File: src/sv/sat_pkg.sv
// Shared types, constants and helpers for the section address translator.
`timescale 1ns / 1ps

package sat_pkg;

    // Table geometry
    localparam int MAX_SECTIONS = 16;
    localparam int SEC_IDX_W    = (MAX_SECTIONS > 1) ? $clog2(MAX_SECTIONS) : 1;
    localparam int CNT_W        = $clog2(MAX_SECTIONS + 1);

    // Command queue between front and back
    localparam int QUEUE_DEPTH = 2;
    localparam int QPTR_W      = (QUEUE_DEPTH > 1) ? $clog2(QUEUE_DEPTH) : 1;
    localparam int QCNT_W      = $clog2(QUEUE_DEPTH + 1);

    // Configuration register indexes
    localparam int CFG_IDX_W = 2;
    localparam logic [CFG_IDX_W-1:0] CFG_HEADER_SIZE = 2'd0;
    localparam logic [CFG_IDX_W-1:0] CFG_FILE_LENGTH = 2'd1;
    localparam logic [CFG_IDX_W-1:0] CFG_SECTIONS    = 2'd2;

    // Command codes
    localparam logic CMD_WRITE     = 1'b0;
    localparam logic CMD_TRANSLATE = 1'b1;

    // Characteristics flag bits
    localparam int FLAG_EXECUTE_BIT = 29;
    localparam int FLAG_READ_BIT    = 30;
    localparam int FLAG_WRITE_BIT   = 31;

    // Bit positions in the packed rights field
    localparam int RIGHT_READ    = 0;
    localparam int RIGHT_WRITE   = 1;
    localparam int RIGHT_EXECUTE = 2;

    typedef enum logic [2:0] {
        OUT_HEADER   = 3'd0,
        OUT_BACKED   = 3'd1,
        OUT_ZERO     = 3'd2,
        OUT_UNMAPPED = 3'd3,
        OUT_PAST_END = 3'd4
    } outcome_t;

    typedef enum logic [1:0] {
        OP_WRITE  = 2'd0,
        OP_RESULT = 2'd1,
        OP_SEARCH = 2'd2
    } op_kind_t;

    typedef enum logic [2:0] {
        BK_IDLE  = 3'd0,
        BK_FETCH = 3'd1,
        BK_SPAN  = 3'd2,
        BK_HIT   = 3'd3,
        BK_POS   = 3'd4,
        BK_EMIT  = 3'd5
    } back_state_t;

    typedef struct packed {
        logic [31:0] base;
        logic [31:0] vsize;
        logic [31:0] rsize;
        logic [31:0] roffset;
        logic [2:0]  rights;
    } entry_t;

    typedef struct packed {
        outcome_t               outcome;
        logic [31:0]            offset;
        logic [SEC_IDX_W-1:0]   section;
        logic [2:0]             rights;
    } result_t;

    typedef struct packed {
        op_kind_t               kind;
        logic [SEC_IDX_W-1:0]   slot;
        entry_t                 entry;
        logic [31:0]            addr;
        result_t                res;
    } q_item_t;

    typedef struct packed {
        logic [31:0]      header_size;
        logic [31:0]      file_length;
        logic [CNT_W-1:0] count;
    } cfg_t;

    // Pack read, write and execute rights from a characteristics word
    function automatic logic [2:0] rights_of(input logic [31:0] flags);
        logic [2:0] r;
        r                = '0;
        r[RIGHT_READ]    = flags[FLAG_READ_BIT];
        r[RIGHT_WRITE]   = flags[FLAG_WRITE_BIT];
        r[RIGHT_EXECUTE] = flags[FLAG_EXECUTE_BIT];
        return r;
    endfunction

endpackage

File: src/sv/sat_front.sv
// Front end: configuration registers, input acceptance and command classification.
`timescale 1ns / 1ps

module sat_front
    import sat_pkg::*;
(
    input  logic                 clk,
    input  logic                 rst_n,
    input  logic                 cfg_valid,
    output logic                 cfg_ready,
    input  logic [CFG_IDX_W-1:0] cfg_index,
    input  logic [31:0]          cfg_data,
    input  logic                 in_valid,
    output logic                 in_ready,
    input  logic                 command,
    input  logic [3:0]           entry_index,
    input  logic [31:0]          section_base,
    input  logic [31:0]          section_virtual_size,
    input  logic [31:0]          section_raw_size,
    input  logic [31:0]          section_raw_offset,
    input  logic [31:0]          section_characteristics,
    input  logic [31:0]          lookup_address,
    input  logic                 q_full,
    output logic                 q_push,
    output q_item_t              q_item,
    output cfg_t                 cfg
);

    logic [31:0]      header_size_reg;
    logic [31:0]      file_length_reg;
    logic [CNT_W-1:0] count_reg;
    logic             accept;
    logic             slot_ok;

    assign cfg_ready = 1'b1;
    assign in_ready  = !q_full;
    assign accept    = in_valid && !q_full;
    assign slot_ok   = 32'(entry_index) < MAX_SECTIONS;

    // Write configuration; clamp the low five bits of the section count to the table depth
    always_ff @(posedge clk or negedge rst_n)
    begin
        if (!rst_n)
        begin
            header_size_reg <= '0;
            file_length_reg <= '0;
            count_reg       <= '0;
        end
        else if (cfg_valid)
        begin
            unique case (cfg_index)
                CFG_HEADER_SIZE: header_size_reg <= cfg_data;
                CFG_FILE_LENGTH: file_length_reg <= cfg_data;
                CFG_SECTIONS:
                begin
                    if (32'(cfg_data[4:0]) > MAX_SECTIONS)
                        count_reg <= CNT_W'(MAX_SECTIONS);
                    else
                        count_reg <= CNT_W'(cfg_data[4:0]);
                end
                default: ;
            endcase
        end
    end

    assign cfg.header_size = header_size_reg;
    assign cfg.file_length = file_length_reg;
    assign cfg.count       = count_reg;

    // Classify: table write, header hit answered here, or table search
    always_comb
    begin
        q_item                = '0;
        q_item.slot           = SEC_IDX_W'(entry_index);
        q_item.entry.base     = section_base;
        q_item.entry.vsize    = section_virtual_size;
        q_item.entry.rsize    = section_raw_size;
        q_item.entry.roffset  = section_raw_offset;
        q_item.entry.rights   = rights_of(section_characteristics);
        q_item.addr           = lookup_address;
        q_item.res.outcome    = OUT_PAST_END;
        q_push                = 1'b0;

        if (command == CMD_WRITE)
        begin
            q_item.kind = OP_WRITE;
            q_push      = accept && slot_ok;
        end
        else if (lookup_address < header_size_reg)
        begin
            q_item.kind = OP_RESULT;
            q_push      = accept;
            if (lookup_address < file_length_reg)
            begin
                q_item.res.outcome = OUT_HEADER;
                q_item.res.offset  = lookup_address;
            end
        end
        else
        begin
            q_item.kind = OP_SEARCH;
            q_push      = accept;
        end
    end

endmodule

File: src/sv/sat_queue.sv
// Short command queue that decouples the front end from the table walker.
`timescale 1ns / 1ps

module sat_queue
    import sat_pkg::*;
(
    input  logic    clk,
    input  logic    rst_n,
    input  logic    push,
    input  q_item_t push_item,
    output logic    full,
    input  logic    pop,
    output logic    empty,
    output q_item_t head
);

    q_item_t           items_reg [QUEUE_DEPTH];
    logic [QPTR_W-1:0] wr_ptr_reg;
    logic [QPTR_W-1:0] rd_ptr_reg;
    logic [QCNT_W-1:0] fill_reg;
    logic              do_push;
    logic              do_pop;

    assign full    = fill_reg == QCNT_W'(QUEUE_DEPTH);
    assign empty   = fill_reg == '0;
    assign do_push = push && !full;
    assign do_pop  = pop && !empty;
    assign head    = items_reg[rd_ptr_reg];

    // Store pushed items
    always_ff @(posedge clk)
    begin
        if (do_push)
            items_reg[wr_ptr_reg] <= push_item;
    end

    // Advance pointers and fill level
    always_ff @(posedge clk or negedge rst_n)
    begin
        if (!rst_n)
        begin
            wr_ptr_reg <= '0;
            rd_ptr_reg <= '0;
            fill_reg   <= '0;
        end
        else
        begin
            if (do_push)
                wr_ptr_reg <= (32'(wr_ptr_reg) == QUEUE_DEPTH - 1) ? '0 : wr_ptr_reg + 1'b1;
            if (do_pop)
                rd_ptr_reg <= (32'(rd_ptr_reg) == QUEUE_DEPTH - 1) ? '0 : rd_ptr_reg + 1'b1;
            if (do_push && !do_pop)
                fill_reg <= fill_reg + 1'b1;
            else if (do_pop && !do_push)
                fill_reg <= fill_reg - 1'b1;
        end
    end

endmodule

File: src/sv/sat_back.sv
// Back end: section table memory, sequential table walk and result register.
`timescale 1ns / 1ps

module sat_back
    import sat_pkg::*;
(
    input  logic    clk,
    input  logic    rst_n,
    input  cfg_t    cfg,
    input  logic    q_empty,
    input  q_item_t q_head,
    output logic    q_pop,
    output logic    out_valid,
    input  logic    out_ready,
    output result_t out_res
);

    entry_t               mem [MAX_SECTIONS];
    back_state_t          state_reg;
    back_state_t          state_next;
    logic [SEC_IDX_W-1:0] idx_reg;
    logic [SEC_IDX_W-1:0] idx_next;
    logic [31:0]          addr_reg;
    logic [31:0]          addr_next;
    result_t              res_reg;
    result_t              res_next;
    result_t              out_res_reg;
    logic                 out_valid_reg;
    entry_t               rd_reg;
    logic [31:0]          end_reg;
    logic                 ge_reg;
    logic [31:0]          off_reg;
    logic [32:0]          pos_reg;
    logic                 inraw_reg;
    logic [31:0]          span;
    logic                 hit;
    logic                 last;
    logic                 out_free;
    logic                 mem_we;
    logic                 out_load;
    result_t              unmapped_res;

    assign out_free  = !out_valid_reg || out_ready;
    assign hit       = ge_reg && (addr_reg < end_reg);
    assign last      = (CNT_W'(idx_reg) + CNT_W'(1)) == cfg.count;
    assign span      = (rd_reg.vsize > rd_reg.rsize) ? rd_reg.vsize : rd_reg.rsize;
    assign out_valid = out_valid_reg;
    assign out_res   = out_res_reg;

    always_comb
    begin
        unmapped_res         = '0;
        unmapped_res.outcome = OUT_UNMAPPED;
    end

    // Next state
    always_comb
    begin
        state_next = state_reg;
        unique case (state_reg)
            BK_IDLE:
            begin
                if (!q_empty)
                begin
                    unique case (q_head.kind)
                        OP_RESULT: state_next = BK_EMIT;
                        OP_SEARCH: state_next = (cfg.count == '0) ? BK_EMIT : BK_FETCH;
                        default:   state_next = BK_IDLE;
                    endcase
                end
            end
            BK_FETCH: state_next = BK_SPAN;
            BK_SPAN:  state_next = BK_HIT;
            BK_HIT:
            begin
                if (hit)
                    state_next = BK_POS;
                else if (last)
                    state_next = BK_EMIT;
                else
                    state_next = BK_FETCH;
            end
            BK_POS:   state_next = BK_EMIT;
            BK_EMIT:  state_next = out_free ? BK_IDLE : BK_EMIT;
            default:  state_next = BK_IDLE;
        endcase
    end

    // Control outputs and datapath next values
    always_comb
    begin
        q_pop     = 1'b0;
        mem_we    = 1'b0;
        out_load  = 1'b0;
        idx_next  = idx_reg;
        addr_next = addr_reg;
        res_next  = res_reg;
        unique case (state_reg)
            BK_IDLE:
            begin
                if (!q_empty)
                begin
                    q_pop     = 1'b1;
                    mem_we    = q_head.kind == OP_WRITE;
                    addr_next = q_head.addr;
                    idx_next  = '0;
                    if (q_head.kind == OP_RESULT)
                        res_next = q_head.res;
                    else
                        res_next = unmapped_res;
                end
            end
            BK_HIT:
            begin
                if (!hit)
                begin
                    res_next = unmapped_res;
                    if (!last)
                        idx_next = idx_reg + 1'b1;
                end
            end
            BK_POS:
            begin
                res_next         = '0;
                res_next.section = idx_reg;
                res_next.rights  = rd_reg.rights;
                if (!inraw_reg)
                    res_next.outcome = OUT_ZERO;
                else if (pos_reg < {1'b0, cfg.file_length})
                begin
                    res_next.outcome = OUT_BACKED;
                    res_next.offset  = pos_reg[31:0];
                end
                else
                    res_next.outcome = OUT_PAST_END;
            end
            BK_EMIT:
                out_load = out_free;
            default: ;
        endcase
    end

    // Table memory: one write port, one registered read port
    always_ff @(posedge clk)
    begin
        if (mem_we)
            mem[q_head.slot] <= q_head.entry;
        rd_reg <= mem[idx_reg];
    end

    // Per-entry compare pipeline: span end, then hit, then file position
    always_ff @(posedge clk)
    begin
        end_reg   <= rd_reg.base + span;
        ge_reg    <= addr_reg >= rd_reg.base;
        off_reg   <= addr_reg - rd_reg.base;
        pos_reg   <= {1'b0, rd_reg.roffset} + {1'b0, off_reg};
        inraw_reg <= off_reg < rd_reg.rsize;
        addr_reg  <= addr_next;
        res_reg   <= res_next;
        if (out_load)
            out_res_reg <= res_reg;
    end

    // Control state
    always_ff @(posedge clk or negedge rst_n)
    begin
        if (!rst_n)
        begin
            state_reg     <= BK_IDLE;
            idx_reg       <= '0;
            out_valid_reg <= 1'b0;
        end
        else
        begin
            state_reg <= state_next;
            idx_reg   <= idx_next;
            if (out_load)
                out_valid_reg <= 1'b1;
            else if (out_ready)
                out_valid_reg <= 1'b0;
        end
    end

endmodule

File: src/sv/section_address_translator.sv
// Top level of the section address translator.
`timescale 1ns / 1ps
// Usage:
//   Load header_size, file_length and sections_in_use through the cfg port
//   (cfg_ready is always high) while the block is idle. Send write commands
//   to fill section entries, then translate commands with lookup_address.
//   Each translate returns one transfer on the out channel; writes return none.
// Flow:
//   A write is stored in the table when the walker pops it. An address under
//   header_size is answered by the front end without a table search. A table
//   search walks the entries in order, one at a time through the table read
//   port, taking each entry examined through its fetch, span and hit steps;
//   a hit adds a position step before emit, a miss emits after the last entry.
//   The two-entry command queue lets new items be accepted while the walker
//   is busy or a result waits in the output register.
// Reset:
//   Clears the configuration registers, queue and walker. Table contents are
//   undefined until written.
// Stall:
//   A stalled receiver holds the result; the walker then stops in its emit
//   step, the queue fills and in_ready drops.

module section_address_translator
    import sat_pkg::*;
(
    input  logic                 clk,
    input  logic                 rst_n,
    input  logic                 cfg_valid,
    output logic                 cfg_ready,
    input  logic [CFG_IDX_W-1:0] cfg_index,
    input  logic [31:0]          cfg_data,
    input  logic                 in_valid,
    output logic                 in_ready,
    input  logic                 command,
    input  logic [3:0]           entry_index,
    input  logic [31:0]          section_base,
    input  logic [31:0]          section_virtual_size,
    input  logic [31:0]          section_raw_size,
    input  logic [31:0]          section_raw_offset,
    input  logic [31:0]          section_characteristics,
    input  logic [31:0]          lookup_address,
    output logic                 out_valid,
    input  logic                 out_ready,
    output logic [2:0]           outcome,
    output logic [31:0]          byte_offset,
    output logic [3:0]           matched_section,
    output logic                 can_read,
    output logic                 can_write,
    output logic                 can_execute
);

    cfg_t    cfg;
    q_item_t push_item;
    q_item_t head;
    logic    q_push;
    logic    q_full;
    logic    q_pop;
    logic    q_empty;
    result_t out_res;

    sat_front u_front (
        .clk                     (clk),
        .rst_n                   (rst_n),
        .cfg_valid               (cfg_valid),
        .cfg_ready               (cfg_ready),
        .cfg_index               (cfg_index),
        .cfg_data                (cfg_data),
        .in_valid                (in_valid),
        .in_ready                (in_ready),
        .command                 (command),
        .entry_index             (entry_index),
        .section_base            (section_base),
        .section_virtual_size    (section_virtual_size),
        .section_raw_size        (section_raw_size),
        .section_raw_offset      (section_raw_offset),
        .section_characteristics (section_characteristics),
        .lookup_address          (lookup_address),
        .q_full                  (q_full),
        .q_push                  (q_push),
        .q_item                  (push_item),
        .cfg                     (cfg)
    );

    sat_queue u_queue (
        .clk       (clk),
        .rst_n     (rst_n),
        .push      (q_push),
        .push_item (push_item),
        .full      (q_full),
        .pop       (q_pop),
        .empty     (q_empty),
        .head      (head)
    );

    sat_back u_back (
        .clk       (clk),
        .rst_n     (rst_n),
        .cfg       (cfg),
        .q_empty   (q_empty),
        .q_head    (head),
        .q_pop     (q_pop),
        .out_valid (out_valid),
        .out_ready (out_ready),
        .out_res   (out_res)
    );

    // Drive result fields
    assign outcome         = out_res.outcome;
    assign byte_offset     = out_res.offset;
    assign matched_section = 4'(out_res.section);
    assign can_read        = out_res.rights[RIGHT_READ];
    assign can_write       = out_res.rights[RIGHT_WRITE];
    assign can_execute     = out_res.rights[RIGHT_EXECUTE];

endmodule

File: config.mk
export PLATFORM = sky130hd
export DESIGN_NAME = section_address_translator
export DESIGN_NICKNAME = d
export VERILOG_FILES = /design/src/sv/sat_pkg.sv /design/src/sv/sat_front.sv /design/src/sv/sat_queue.sv /design/src/sv/sat_back.sv /design/src/sv/section_address_translator.sv
export SDC_FILE = /design/constraint.sdc
export NUM_CORES = 2
export LEC_CHECK = 0
export BUFFER_PORTS_ARGS = -buffer_cell sky130_fd_sc_hd__clkbuf_2
export CAP_MARGIN = 20
export CORE_MARGIN = 2
export CORE_UTILIZATION = 25
export DETAILED_ROUTE_END_ITERATION = 7
export PLACE_DENSITY = 0.38
export SYNTH_ARGS = -nofsm -noshare
export SYNTH_HDL_FRONTEND = slang
export SYNTH_SLANG_ARGS = --single-unit
File: constraint.sdc
create_clock -name clk -period 9.7 [get_ports clk]
set_clock_uncertainty 0.2 [all_clocks]
set_input_delay 0.485 -clock clk [delete_from_list [all_inputs] [get_ports clk]]
set_output_delay 0.485 -clock clk [all_outputs]
set_load 0.1 [all_outputs]
==> flow_summary_export.csv <==
group,metric,value,unit
global_route,track_usage,14.1,%
yosys,synth_area_leader_cell,"edfxtp_1",
die,initial_core_util,25.1,%
yosys,synth_top_family_by_area,"multiplexers",
worst_setup_path,crit_path_end_kind,"flip-flop",
cells_and_area,syn2layout_area_growth,20.6,%
yosys,netlist_area,115000,um^2
pwr,power,42500,uW
sta,rsz0062_at_grt,"no",
sta,maxSlewViolCount,0,
cells_and_area,stdcell_count,12700,
route,wirelength,333,mm
global_route,antenna_found_initial,38,
yosys,synth_compound_area_share,3.23,%
cells_and_area,utilization,30.3,%
sta,worst_slew_pin_slew,1.08,ns
yosys,synth.distinct_cells,78,
place,io_buffers,250,
yosys,synth_mux_area_share,15.2,%
route,routedWlPerCell,26.2,um
worst_setup_path,critical_path_class,"flip-flop to flip-flop",
yosys,yosys.area_share.simple,1.99,%
pwr,power.leakage,0.0456,uW
place,placed_cells,11700,
worst_setup_path,regToRegStartpoint,"u_back.rd_reg[49]",
sta,setup_viol,0,
global_route,grt_max_degree,111,
clock_tree,htreeDepth,5,
min_path,min_to,"u_queue.items_reg[0][98]",
worst_setup_path,max_stage_delay,0.66,ns
die,fp.dieW,681,um
global_route,grt_overflow,0,
clock_tree,cts.clk_slew.worst_paths,0.06,ns
worst_setup_path,cp_slowest_cell,"a31oi_4",
clock_tree,clock_latency,0.96,ns
yosys,synth_edf_count,2616,
global_route,grt_pass1_vias,59800,
clock_tree,cts_sinks,2927,
clock_tree,cts_made_buffers,350,
worst_setup_path,critical_path_required,10.31,ns
worst_setup_path,r2r_slack,3.93,ns
clock_tree,cts_tree,"yes",
sta,fmax,173,MHz
worst_setup_path,critPathArrivalTime,6.38,ns
sta,fin_ws,3.93,ns
yosys,synth_fa_ha_area_share,3.19,%
worst_setup_path,r2r_end,"u_back.end_reg[24]",
die,dieArea,464000,um^2
flow_run,max_cap_violations,0,
yosys,ys_top_cells_by_area,"edfxtp_1 69%, mux4_2 13%, dfxtp_1 4.0%",
yosys,ys_ff_latch,2927,
die,fp.coreArea,456000,um^2
route,drt_pass1_iterations,6,
clock_tree,clockRootBuffer,"clkbuf_16",
place,routabilityCongestion,0.781,
sta,final.setup.tns,0,ns
worst_setup_path,worstPathCellList,"inv_1 > ha_1 > nand4_1 > or2_1 > nor2_1 > o21ai_0 > nand3_1 > a221oi_1 > a31oi_4 > mux2_2 > ha_1 > inv_1 > fa_1 > nor2b_1 > o21a_1 > o21ai_0 > a21oi_1 > o211ai_1 > a31oi_1 > nor2b_1 > a21oi_1 > a221oi_1",
yosys,synth_most_common_cell,"edfxtp_1",
yosys,yosys_most_used_dff,"edfxtp_1",
route,ant_nets,0,
yosys,synth_common_cells,"2,616 x edfxtp_1, 655 x mux4_2, 287 x ha_1",
yosys,yosysSeqAreaShare,74.4,%
clock_tree,cts_resized,0,
global_route,grt_pass1_wl,464,mm
cells_and_area,drive_gt1_share,26.6,%
route,viasPerCell,4.45,
min_path,hold_path.class,"input pin to flip-flop",
cells_and_area,layout.nets,6916,
cells_and_area,largest_reg_flops,2096,
yosys,synth_nets,6127,
outcome,status,"completed",
sta,finalHoldViolCount,0,
die,io-pin-count,281,
route,dr.first_iter.drc_count,3857,
yosys,yosys.area_share.xor_xnor,0.688,%
pwr,p_per_area,308,nW/um^2
route,drc_errors,0,
sta,period_share,59.4,%
die,num_rows,248,
worst_setup_path,crit_fanout,32,
min_path,hold_path_startpoint,"section_raw_offset[28]",
yosys,yosys_warnings,0,
sta,finalCriticalPeriod,5.77,ns
clock_tree,clk_path_buf_depth,4,
route,vias,56500,
worst_setup_path,start_kind,"flip-flop",
pwr,ir_worst_vdd,0.190,mV
yosys,synth_top_area_share,68.6,%
die,die_height,681,um
yosys,postSynthAreaPerCell,20.4,um^2
place,place_ws,3.83,ns
yosys,async_flop_share,2.77,%
worst_setup_path,reg2reg_depth,22,
yosys,synth_cells,5601,
place,dpl.hpwl,193,mm
min_path,hold_depth,2,
sta,timing.slew.headroom,28.0,%
-- cell usage in the layout, fill, tap and decap left out, drive strengths merged, types with 118 or more instances in the layout --
| cell type | count |
|---|---|
| a21o | 118 |
| a21oi | 122 |
| clkbuf | 728 |
| clkinv | 124 |
| dfxtp | 230 |
| dlygate4sd3 | 292 |
| edfxtp | 2616 |
| ha | 287 |
| inv | 211 |
| mux2 | 200 |
| mux4 | 655 |
| nand2 | 137 |
| o21ai | 142 |
-- stage by stage --
stage,area [um^2],hold slack [ns]
2_1_floorplan,115000,-0.0106
3_3_place_gp,124000,0.105
3_5_place_dp,124000,0.106
4_1_cts,138000,0.00385
5_1_grt,138000,0.0403
6_report,138000,0.0961
-- worst max-delay path by stage --
stage,from,to,slack [ns],cells past startpoint
finish,u_back.rd_reg[49],u_back.end_reg[24],3.93,22
CTS,u_back.rd_reg[49],u_back.end_reg[24],3.83,22
global placement,u_back.rd_reg[66],u_back.end_reg[30],3.77,20
global route,u_back.rd_reg[49],u_back.end_reg[30],3.44,23
detailed placement,u_back.rd_reg[64],u_back.end_reg[24],3.83,19
floorplan,u_back.state_reg[1],u_back.mem[0][0],0.55,6
-- where the power goes --
| group | internal [uW] | leakage (uW) | switching (uW) |
|---|---|---|---|
| registers | 16500 | 0.0266 | 1120 |
| logic | 4720 | 0.0134 | 7210 |
| clock network | 7630 | 0.00555 | 5310 |
-- per-layer routing --
layer	share of wire [%]	GRT usage (%)
met1	47	19.9
met2	47	23.1
met3	3.8	1.90
met4	1.9	2.85
met5	0.012	0
-- cell families after synthesis --
family                     Yosys count
DFF                               2927
and+or+nand+nor                    459
xor gates and xnor gates            90
muxes                              893
adders and majority gates          290
AOI/OAI and AO/OA                  542
buffers and inverters              399
other                                1
-- layout make-up --
type | instances | area, um^2
diodes | 8 | 20.0
clock buffers | 479 | 9760
clock inverters | 167 | 1630
fillers | 44400 | 318000
inverters | 197 | 739
multi-input cells | 2275 | 28000
flip-flops and latches | 2927 | 85200
well taps | 6000 | 7510
repair buffers | 639 | 5340
-- what timing repair did --
| item | CTS | global route |
|---|---|---|
| hold buffers | 291 | 1 |
| endpoints found under the setup margin | 0 | 0 |
| buffers inserted | 0 | 0 |
| hold endpoints to repair | 558 | 18 |
-- critical path: cells and delay by family (launching register included) --
| kind | cells | cell delay [ns] |
|---|---|---|
| buffers and inverters | 2 | 0.13 |
| AOI/OAI and AO/OA | 10 | 2.51 |
| adders and majority gates | 3 | 0.91 |
| muxes | 1 | 0.31 |
| DFF | 1 | 0.32 |
| and+or+nand+nor | 6 | 1.25 |
Note: power is estimated with default switching activity, not from simulation.
